## src/rtl/hmac_sha256_engine_defines.svh

```systemverilog
// assertion macros for the hmac sha-256 engine
`ifndef HMAC_SHA256_ENGINE_DEFINES_SVH
`define HMAC_SHA256_ENGINE_DEFINES_SVH

`ifndef NO_ASSERTIONS

`define HSE_ASSERT_NEVER(lbl, cond) \
  lbl: assert property (@(posedge clk) disable iff (!rst_n) !(cond)) \
    else $error("hse: forbidden condition seen");

`define HSE_ASSERT_NOW(lbl, ante, cons) \
  lbl: assert property (@(posedge clk) disable iff (!rst_n) (ante) |-> (cons)) \
    else $error("hse: same-cycle implication failed");

`define HSE_ASSERT_NEXT(lbl, ante, cons) \
  lbl: assert property (@(posedge clk) disable iff (!rst_n) (ante) |=> (cons)) \
    else $error("hse: next-cycle implication failed");

`else

`define HSE_ASSERT_NEVER(lbl, cond)
`define HSE_ASSERT_NOW(lbl, ante, cons)
`define HSE_ASSERT_NEXT(lbl, ante, cons)

`endif

`endif

```

## src/rtl/hse_pkg.sv

```systemverilog
// shared types, constants and sha-256 functions for the hmac engine
`timescale 1ns / 1ps
package hse_pkg;

  localparam int COUNT_WIDTH_DEF = 32;
  localparam int BLOCK_BYTES     = 64;
  localparam int BLOCK_BITS      = 512;
  localparam int CHAIN_BITS      = 256;
  localparam int FIFO_DEPTH      = 2;
  localparam logic [7:0] IPAD_BYTE = 8'h36;
  localparam logic [7:0] OPAD_BYTE = 8'h5c;
  localparam logic [7:0] PAD_MARK  = 8'h80;

  localparam logic ACT_KEY = 1'b0;
  localparam logic ACT_MSG = 1'b1;

  typedef struct packed {
    logic       action;
    logic [7:0] data_byte;
    logic       byte_valid;
    logic       last_item;
  } item_t;

  typedef struct packed {
    logic core_start;
    logic core_busy;
    logic emitting;
  } back_stat_t;

  localparam logic [CHAIN_BITS-1:0] INIT_H = {
    32'h6a09e667, 32'hbb67ae85, 32'h3c6ef372, 32'ha54ff53a,
    32'h510e527f, 32'h9b05688c, 32'h1f83d9ab, 32'h5be0cd19
  };

  localparam logic [31:0] ROUND_K [0:63] = '{
    32'h428a2f98, 32'h71374491, 32'hb5c0fbcf, 32'he9b5dba5,
    32'h3956c25b, 32'h59f111f1, 32'h923f82a4, 32'hab1c5ed5,
    32'hd807aa98, 32'h12835b01, 32'h243185be, 32'h550c7dc3,
    32'h72be5d74, 32'h80deb1fe, 32'h9bdc06a7, 32'hc19bf174,
    32'he49b69c1, 32'hefbe4786, 32'h0fc19dc6, 32'h240ca1cc,
    32'h2de92c6f, 32'h4a7484aa, 32'h5cb0a9dc, 32'h76f988da,
    32'h983e5152, 32'ha831c66d, 32'hb00327c8, 32'hbf597fc7,
    32'hc6e00bf3, 32'hd5a79147, 32'h06ca6351, 32'h14292967,
    32'h27b70a85, 32'h2e1b2138, 32'h4d2c6dfc, 32'h53380d13,
    32'h650a7354, 32'h766a0abb, 32'h81c2c92e, 32'h92722c85,
    32'ha2bfe8a1, 32'ha81a664b, 32'hc24b8b70, 32'hc76c51a3,
    32'hd192e819, 32'hd6990624, 32'hf40e3585, 32'h106aa070,
    32'h19a4c116, 32'h1e376c08, 32'h2748774c, 32'h34b0bcb5,
    32'h391c0cb3, 32'h4ed8aa4a, 32'h5b9cca4f, 32'h682e6ff3,
    32'h748f82ee, 32'h78a5636f, 32'h84c87814, 32'h8cc70208,
    32'h90befffa, 32'ha4506ceb, 32'hbef9a3f7, 32'hc67178f2
  };

  function automatic logic [31:0] big_s0(input logic [31:0] x);
    return {x[1:0], x[31:2]} ^ {x[12:0], x[31:13]} ^ {x[21:0], x[31:22]};
  endfunction

  function automatic logic [31:0] big_s1(input logic [31:0] x);
    return {x[5:0], x[31:6]} ^ {x[10:0], x[31:11]} ^ {x[24:0], x[31:25]};
  endfunction

  function automatic logic [31:0] small_s0(input logic [31:0] x);
    return {x[6:0], x[31:7]} ^ {x[17:0], x[31:18]} ^ (x >> 3);
  endfunction

  function automatic logic [31:0] small_s1(input logic [31:0] x);
    return {x[16:0], x[31:17]} ^ {x[18:0], x[31:19]} ^ (x >> 10);
  endfunction

endpackage

```

## src/rtl/hse_if.sv

```systemverilog
// valid/ready channel interfaces for the hmac engine
`timescale 1ns / 1ps
interface hse_in_if;
  logic       valid;
  logic       ready;
  logic       action;
  logic [7:0] data_byte;
  logic       byte_valid;
  logic       last_item;
  modport source (output valid, action, data_byte, byte_valid, last_item, input ready);
  modport sink (input valid, action, data_byte, byte_valid, last_item, output ready);
endinterface


```

## src/rtl/hse_front.sv

```systemverilog
// input front: takes beats and queues them for the back end
`timescale 1ns / 1ps
module hse_front (
  input  logic          clk,
  input  logic          rst_n,
  hse_in_if.sink        in_ch,
  output hse_pkg::item_t q_item,
  output logic          q_valid,
  input  logic          q_pop,
  output logic [1:0]    q_fill
);
  import hse_pkg::*;

  item_t      ent_r [0:FIFO_DEPTH-1];
  logic       wr_ptr_r;
  logic       rd_ptr_r;
  logic [1:0] fill_r;
  logic       push;
  logic       pop;
  item_t      in_item;

  assign in_ch.ready = (fill_r != 2'(FIFO_DEPTH));
  assign push        = in_ch.valid && in_ch.ready;
  assign q_valid     = (fill_r != 2'd0);
  assign pop         = q_pop && q_valid;
  assign q_item      = ent_r[rd_ptr_r];
  assign q_fill      = fill_r;

  always_comb begin
    in_item.action     = in_ch.action;
    in_item.data_byte  = in_ch.data_byte;
    in_item.byte_valid = in_ch.byte_valid;
    in_item.last_item  = in_ch.last_item;
  end

  always_ff @(posedge clk) begin
    if (push) begin
      ent_r[wr_ptr_r] <= in_item;
    end
  end

  always_ff @(posedge clk) begin
    if (!rst_n) begin
      wr_ptr_r <= 1'b0;
      rd_ptr_r <= 1'b0;
      fill_r   <= 2'd0;
    end else begin
      if (push) begin
        wr_ptr_r <= ~wr_ptr_r;
      end
      if (pop) begin
        rd_ptr_r <= ~rd_ptr_r;
      end
      if (push && !pop) begin
        fill_r <= fill_r + 2'd1;
      end else if (pop && !push) begin
        fill_r <= fill_r - 2'd1;
      end
    end
  end
endmodule

```

## src/flat_wrapper.sv

```systemverilog
// flat-port wrapper written by rule: the top's interface ports become plain ports
module hse_front_flat import hse_pkg::*;
  (clk, rst_n, q_item, q_valid, q_pop, q_fill, in_ch_valid, in_ch_action, in_ch_data_byte, in_ch_byte_valid, in_ch_last_item, in_ch_ready);
  hse_in_if in_ch_i ();
  input  logic clk;
  input  logic rst_n;
  output hse_pkg::item_t q_item;
  output logic q_valid;
  input  logic q_pop;
  output logic [1:0] q_fill;
  input wire logic [$bits(in_ch_i.valid)-1:0] in_ch_valid;
  input wire logic [$bits(in_ch_i.action)-1:0] in_ch_action;
  input wire logic [$bits(in_ch_i.data_byte)-1:0] in_ch_data_byte;
  input wire logic [$bits(in_ch_i.byte_valid)-1:0] in_ch_byte_valid;
  input wire logic [$bits(in_ch_i.last_item)-1:0] in_ch_last_item;
  output wire logic [$bits(in_ch_i.ready)-1:0] in_ch_ready;
  assign in_ch_i.valid = in_ch_valid;
  assign in_ch_i.action = in_ch_action;
  assign in_ch_i.data_byte = in_ch_data_byte;
  assign in_ch_i.byte_valid = in_ch_byte_valid;
  assign in_ch_i.last_item = in_ch_last_item;
  assign in_ch_ready = in_ch_i.ready;
  hse_front u_core (.clk(clk), .rst_n(rst_n), .in_ch(in_ch_i), .q_item(q_item), .q_valid(q_valid), .q_pop(q_pop), .q_fill(q_fill));
endmodule
```

## config.mk

```make
export PLATFORM = sky130hd
export DESIGN_NAME = hse_front_flat
export DESIGN_NICKNAME = d
export VERILOG_FILES = /design/src/rtl/hmac_sha256_engine_defines.svh /design/src/rtl/hse_pkg.sv /design/src/rtl/hse_if.sv /design/src/rtl/hse_front.sv /design/src/flat_wrapper.sv
export SDC_FILE = /design/constraint.sdc
export NUM_CORES = 1
export LEC_CHECK = 0
export ABC_AREA = 1
export ABC_CLOCK_PERIOD_IN_PS = 1400
export BUFFER_PORTS_ARGS = -buffer_cell sky130_fd_sc_hd__buf_2
export CAP_MARGIN = 25
export CORE_MARGIN = 2
export CORE_UTILIZATION = 40
export DETAILED_ROUTE_END_ITERATION = 7
export HOLD_SLACK_MARGIN = 0.1
export PLACE_DENSITY = 0.67
export SLEW_MARGIN = 20
export SYNTH_ARGS = -nofsm -noshare
export SYNTH_HDL_FRONTEND = slang
export SYNTH_SLANG_ARGS = --single-unit
```

## constraint.sdc

```tcl
create_clock -name clk -period 1.4 [get_ports clk]
set_input_delay 0.21 -clock clk [delete_from_list [all_inputs] [get_ports clk]]
set_output_delay 0.21 -clock clk [all_outputs]
set_load 0.02 [all_outputs]
```

==> impl_metrics.py, run 1 <==
metrics = {
    "status": {
        "status": "finished with violations",
        "violations": "negative setup slack",
    },
    "synthesis": {
        "synth_top_area_share_pct": 63.1,
        "synthTopCellsByArea": "edfxtp_1 63%, mux2_2 12%, dfxtp_1 9.6%, nor2_1 2.9%, nand2_1 2.5%",
        "syn_area_um2": 1050,
        "syn_nets": 87,
        "syn_area_per_cell_um2": 14.8,
        "yosysWarnings": 0,
        "ys_types": 17,
        "ys_ff_latch": 27,
        "ys_seq_area_share_pct": 72.6,
        "yosysTopAreaCell": "edfxtp_1",
        "syn_inst": 71,
    },
    "critical_path": {
        "crit_path_end_kind": "primary output",
        "r2r_slack_ps": 120,
        "start_kind": "flop",
        "crit_chain": "buf_8 > mux2_4 > buf_6",
        "critPathRequiredTime_ps": 1190,
        "cpLargestDelayFamily": "flip-flops",
        "cpMaxStageDelayCell": "dfxtp_2",
        "critPathMaxStageDelay_ps": 380,
        "crit_fanout": 7,
        "r2r_start": "u_core.q_fill[1]",
        "cp.arrival_ps": 1290,
        "rr_worst_depth": 8,
        "critical_path_class": "reg -> out",
        "crit_buf_inv": 2,
        "r2r-end": "u_core.q_fill[1]",
    },
    "global_routing": {
        "grt_use_total_pct": 14.3,
        "grt_max_degree": 15,
        "grt_overflow": 0,
        "grt_pass1_wl_mm": 2.98,
        "antenna_found_initial": 0,
        "grt_pass1_vias": 658,
    },
    "placement": {
        "pre_cts_ws_ps": 31.3,
        "dpl_cell_area_um2": 1260,
        "io_buffers": 29,
        "globalplace.congestion": 0.775,
        "hpwlAfterDp_mm": 1.28,
    },
    "cells_and_area": {
        "drive_above_1_share_pct": 48.3,
        "fin_nets": 135,
        "multiInputGateArea_um2": 303,
        "seqCellArea_um2": 767,
        "fill_cells": 211,
        "final_cell_area_um2": 1530,
        "syn2layout_area_growth_pct": 46.5,
        "diodes": 0,
    },
    "hold_path": {
        "holdPathStages": 3,
        "worstHoldStart": "rst_n",
        "hold_end": "u_core.q_fill[1]",
        "hp-class": "in -> reg",
    },
    "drt": {
        "dr.first_iter.drc_count": 4,
        "drt_pass1_iterations": 3,
        "vias": 688,
        "wl_mm": 1.95,
        "avgRoutedWirePerCell_um": 13.2,
        "via_per_inst": 4.65,
        "postRouteAntennaNets": 0,
        "drc_errors": 0,
    },
    "timing": {
        "worst_pin_slew_ps": 162,
        "fmax_ghz": 0.666,
        "finalSetupViolations": 11,
        "drv_slew": 0,
        "hold_violations": 0,
        "fin_crit_sh_pct": 107,
        "fin_ws_ps": -102,
        "period_needed_ps": 1500,
        "grt_setup_unrepaired": "yes",
        "slew_headroom_pct": 89.1,
        "clock_skew_ps": 4.20,
    },
    "clocking": {
        "cts.htree.levels": 1,
        "root_buffer": "clkbuf_4",
        "cts_buffers": 3,
        "clk_pin_slew_ps": 140,
        "cts.sinks": 27,
        "tritoncts": "built",
        "postCtsSetupBuffers": 0,
        "clock_path_buffers": 2,
        "clk_latency_ps": 320,
    },
    "die": {
        "die_w_um": 55.2,
        "initial_core_util_pct": 42.3,
        "design.core.area_um2": 2480,
        "die_y_um": 55.2,
        "io_pins": 30,
        "die_area_um2": 3040,
        "rows": 18,
    },
    "power": {
        "ir_drop_v": 0.00117,
        "p_per_area_nw_per_um2": 1670,
        "leakagePower_uw": 0.000640,
    },
    "flow_run": {
        "cap_violations": 0,
    },
}
[layout by cell type, fill, tap and decap left out]
cell and n:
edfxtp_1 22, buf_2 18, buf_6 12, mux2_4 11, dlygate4sd3_1 11, nand2_1 7, inv_1 6, nor2_1 6
clkbuf_4 3, inv_4 2, nor2_2 2, o21ai_0 2, dfxtp_2 2, buf_4 2, dfxtp_1 2, nand2_2 1
nand2_4 1, o21a_1 1, a21oi_1 1, nand3_1 1, nand4_1 1, ha_4 1, clkbuf_1 1, buf_8 1
dfxtp_4 1
[state kept, by name, summed over array words and instances (netlist names), named ones only]
name             count
u_core.wr_ptr_r      1
u_core.rd_ptr_r      1
u_core.ent_r        22
u_core.q_fill        2
[cells by family after synthesis]
kind of cell | after synthesis | share of synthesized area, %
and+or+nand+nor | 19 | 8.13
AOI/OAI and AO/OA | 4 | 2.15
muxes | 11 | 11.8
buffers and inverters | 9 | 4.06
DFF | 27 | 72.6
adders and majority gates | 1 | 1.19
[worst reg2reg max path: stages, from the launching register on]
cell	delay [ps]
dfxtp_2	370
o21a_1	220
inv_1	110
ha_4	220
inv_1	70
nand3_1	70
nand2_1	60
inv_1	40
nor2_1	80
[per-stage QoR]
step           TNS (ps)  total power (µW)  std cells  util [%]  hold WS (ps)
2_1_floorplan         0              1690         71         -           309
3_3_place_gp          0              1930        133      50.7           398
3_5_place_dp          0              1960        133      50.7           406
4_1_cts            -954              2520        148      61.0           125
5_1_grt           -1500              2710        148      61.9           138
6_report           -941              2560        148      61.9           121
[Yosys cell counts, drive strengths merged]
library cell,count
a21oi,1
buf,1
clkinv,1
dfxtp,5
edfxtp,22
ha,1
inv,7
mux2,11
nand2,9
nand3,1
nand4,1
nor2,8
o21a,1
o21ai,2
[report_power, final]
group	switching, µW	internal, µW	total, µW
clock	222	112	334
combinational	568	547	1110
sequential	75.8	1030	1110
[metal layers]
layer  up-vias  share of wire [%]  global-route usage [%]
met5         -                  0                       0
met4         0               0.87                    4.88
met3         2                5.2                    3.23
met2        20                 54                    24.8
met1       323                 40                    17.6
li1        343                  -                       -
[worst max-delay path by stage]
stage | cells past startpoint | end | startpoint | slack (ps)
2_1_floorplan | 4 | u_core.ent_r[0][0] | u_core.q_fill[0] | 20
3_3_place_gp | 10 | u_core.q_fill[1] | u_core.q_fill[0] | 120
3_5_place_dp | 7 | u_core.q_fill[0] | u_core.q_fill[0] | 30
4_1_cts | 3 | q_item[4] | flop | -100
5_1_grt | 3 | q_item[7] | flop | -150
6_report | 3 | q_item[7] | flop | -100
[final cells by class]
class / instances / area share (%)
Multi-Input combinational cell: 35 / 19.7
Timing Repair Buffer: 44 / 23.8
Tap cell: 30 / 2.45
Sequential cell: 27 / 50.0
Clock buffer: 4 / 1.71
Inverter: 8 / 2.28
[what timing repair did]
action                                  CTS  global route
endpoints found under the hold margin    22             0
endpoints found under the setup margin   11            13
cloned                                    0             0
resized for setup                        36             5
hold buffers                             11             0
pin swaps                                 0             1
(Power assumes the default switching activity.)
==> inputs of run 2 (changes only) <==
--- a/config.mk
+++ b/config.mk
@@ -6,14 +6,13 @@
 export NUM_CORES = 1
 export LEC_CHECK = 0
 export ABC_AREA = 1
-export ABC_CLOCK_PERIOD_IN_PS = 1400
+export ABC_CLOCK_PERIOD_IN_PS = 1520
 export BUFFER_PORTS_ARGS = -buffer_cell sky130_fd_sc_hd__buf_2
 export CAP_MARGIN = 25
 export CORE_MARGIN = 2
 export CORE_UTILIZATION = 40
 export DETAILED_ROUTE_END_ITERATION = 7
 export HOLD_SLACK_MARGIN = 0.1
-export PLACE_DENSITY = 0.67
 export SLEW_MARGIN = 20
 export SYNTH_ARGS = -nofsm -noshare
 export SYNTH_HDL_FRONTEND = slang
==> constraint.sdc (replaced) <==
create_clock -name clk -period 1.52 [get_ports clk]
set_input_delay 0.228 -clock clk [delete_from_list [all_inputs] [get_ports clk]]
set_output_delay 0.228 -clock clk [all_outputs]
set_load 0.02 [all_outputs]
==> run 2 against run 1 <==
  * The run now ends clean
  * Critical path depth stayed put
  * Cell count is 1.4% higher
  * Combinational power is 11% lower
  * Via count is 0.73% lower
  * Largest cell class unchanged
  * Hold slack better by 42 ps
==> impl_metrics.py, run 2 (synthesis results as in run 1) <==
metrics = {
    "status": {
        "status": "finished clean",
    },
    "cells_and_area": {
        "largest_reg_flops": 22,
        "diodes": 0,
        "post-route-util_pct": 61.5,
        "syn2layout_area_growth_pct": 45.4,
        "layout_commonest_cell": "edfxtp_1",
        "final_cell_area_um2": 1520,
        "seqCellArea_um2": 762,
        "top_register": "u_core.ent_r",
        "multiInputGateArea_um2": 285,
        "fin_nets": 137,
        "drive_above_1_share_pct": 45.8,
        "final_cell_mix": "22 x edfxtp_1, 18 x buf_2, 13 x buf_6",
        "fill_cells": 201,
    },
    "critical_path": {
        "crit_fanout": 6,
        "cp.arrival_ps": 1270,
        "rr_worst_depth": 8,
        "crit_top_cell": "buf_6",
        "critical_path_class": "reg -> out",
        "crit_path_end_kind": "primary output",
        "r2r-end": "u_core.q_fill[1]",
        "crit_chain": "buf_6 > mux2_4 > buf_6",
        "start_kind": "flop",
        "r2r_slack_ps": 150,
        "critPathMaxStageDelay_ps": 370,
        "cpMaxStageDelayCell": "dfxtp_2",
        "critPathRequiredTime_ps": 1290,
        "r2r_start": "u_core.q_fill[1]",
    },
    "timing": {
        "drv_slew": 0,
        "fin_crit_sh_pct": 98.5,
        "clock_skew_ps": 2.99,
        "hold_violations": 0,
        "fmax_ghz": 0.668,
        "period_needed_ps": 1500,
        "slew_headroom_pct": 89.1,
        "grt_setup_unrepaired": "yes",
        "worst_pin_slew_ps": 164,
        "finalSetupViolations": 0,
    },
    "power": {
        "ir_drop_v": 0.000931,
        "p_per_area_nw_per_um2": 1500,
        "leakagePower_uw": 0.000646,
        "p_total_uw": 2290,
    },
    "drt": {
        "drt_pass1_iterations": 4,
        "vias": 683,
        "via_per_inst": 4.55,
        "postRouteAntennaNets": 0,
        "wl_mm": 1.80,
        "drc_errors": 0,
        "dr.first_iter.drc_count": 10,
        "avgRoutedWirePerCell_um": 12.0,
    },
    "placement": {
        "hpwlAfterDp_mm": 1.26,
        "dpl_cell_area_um2": 1260,
        "io_buffers": 29,
        "globalplace.congestion": 0.843,
    },
    "hold_path": {
        "hold_end": "u_core.q_fill[1]",
        "holdPathStages": 3,
        "hp-class": "in -> reg",
        "worstHoldStart": "rst_n",
    },
    "clocking": {
        "clk_pin_slew_ps": 140,
        "tritoncts": "built",
        "postCtsSetupBuffers": 0,
        "cts.sinks": 27,
        "clk_latency_ps": 310,
        "clock_path_buffers": 2,
        "cts.htree.levels": 1,
        "cts_buffers": 3,
        "root_buffer": "clkbuf_4",
    },
    "global_routing": {
        "grt_overflow": 0,
        "grtUsageMet2_pct": 24.0,
        "grt_use_met3_pct": 2.69,
        "antenna_found_initial": 0,
        "grt_max_degree": 17,
        "grt_use_total_pct": 12.7,
        "use_met1_pct": 12.7,
        "grt_pass1_vias": 640,
        "grt_pass1_wl_mm": 2.56,
        "top_usage_layer": "met2",
    },
    "die": {
        "initial_core_util_pct": 42.3,
        "die_y_um": 55.2,
        "die_area_um2": 3040,
        "design.core.area_um2": 2480,
        "rows": 18,
        "io_pins": 30,
        "die_w_um": 55.2,
    },
    "flow_run": {
        "cap_violations": 0,
    },
}
[run 2: changes by cell type in the layout (fill, tap and decap cells not counted), sizes merged]
cell and change:
clkinvlp +1, clkbuf -1, buf +2, clkinv +1, inv -1
[run 2: worst max-delay path by stage]
stage / to / startpoint / slack [ps] / depth (start not counted)
6_report: q_item[2] / flop / 20 / 3
5_1_grt: q_item[2] / flop / -30 / 3
4_1_cts: q_item[10] / flop / -20 / 3
3_5_place_dp: u_core.q_fill[1] / u_core.q_fill[1] / 160 / 7
3_3_place_gp: u_core.q_fill[1] / u_core.q_fill[1] / 200 / 8
2_1_floorplan: u_core.ent_r[1][0] / u_core.q_fill[0] / -140 / 4
[run 2: power breakdown]
| part | leakage (µW) | switching [µW] | total (µW) | internal (µW) |
|---|---|---|---|---|
| clock | 0.0000139 | 203 | 303 | 100 |
| combinational | 0.000385 | 501 | 988 | 487 |
| sequential | 0.000247 | 58.3 | 1000 | 942 |
| total | 0.000646 | 762 | 2290 | 1530 |
[run 2: routing by layer]
layer  up-vias  routed length (µm)  share of wire (%)
li1        345                   -                  -
met1       322                 703                 39
met2        14                1000                 56
met3         2                  74                4.1
met4         0                  19                1.1
met5         -                   0                  0
[run 2: through the flow]
| step | setup WS (ps) | hold WS, ps | instances | TNS (ps) |
|---|---|---|---|---|
| 2_1_floorplan | -144 | 327 | 71 | -3170 |
| 3_3_place_gp | 197 | 415 | 135 | 0 |
| 3_5_place_dp | 162 | 422 | 135 | 0 |
| 4_1_cts | -16.8 | 150 | 150 | -76.6 |
| 5_1_grt | -30.3 | 179 | 150 | -215 |
| 6_report | 23.2 | 162 | 150 | 0 |
[run 2: worst max-delay path: cells and delay by family, from the launching register on]
family	cells	cell delay, ps
buffers and inverters	2	280
flip-flops	1	370
multiplexers	1	310
[run 2: what timing repair did]
action | in CTS | in global routing
hold buffers | 11 | 0
resized for setup | 31 | 5
setup endpoints to repair | 11 | 11
hold endpoints to repair | 22 | 0
gates cloned | 0 | 0
[run 2: cell type report]
class	count	share of cell area [%]
Multi-Input combinational cell	35	18.7
Inverter	8	2.05
Tap cell	30	2.47
Clock buffer	3	1.48
Clock inverter	1	0.493
Sequential cell	27	50.0
Timing Repair Buffer	46	24.7
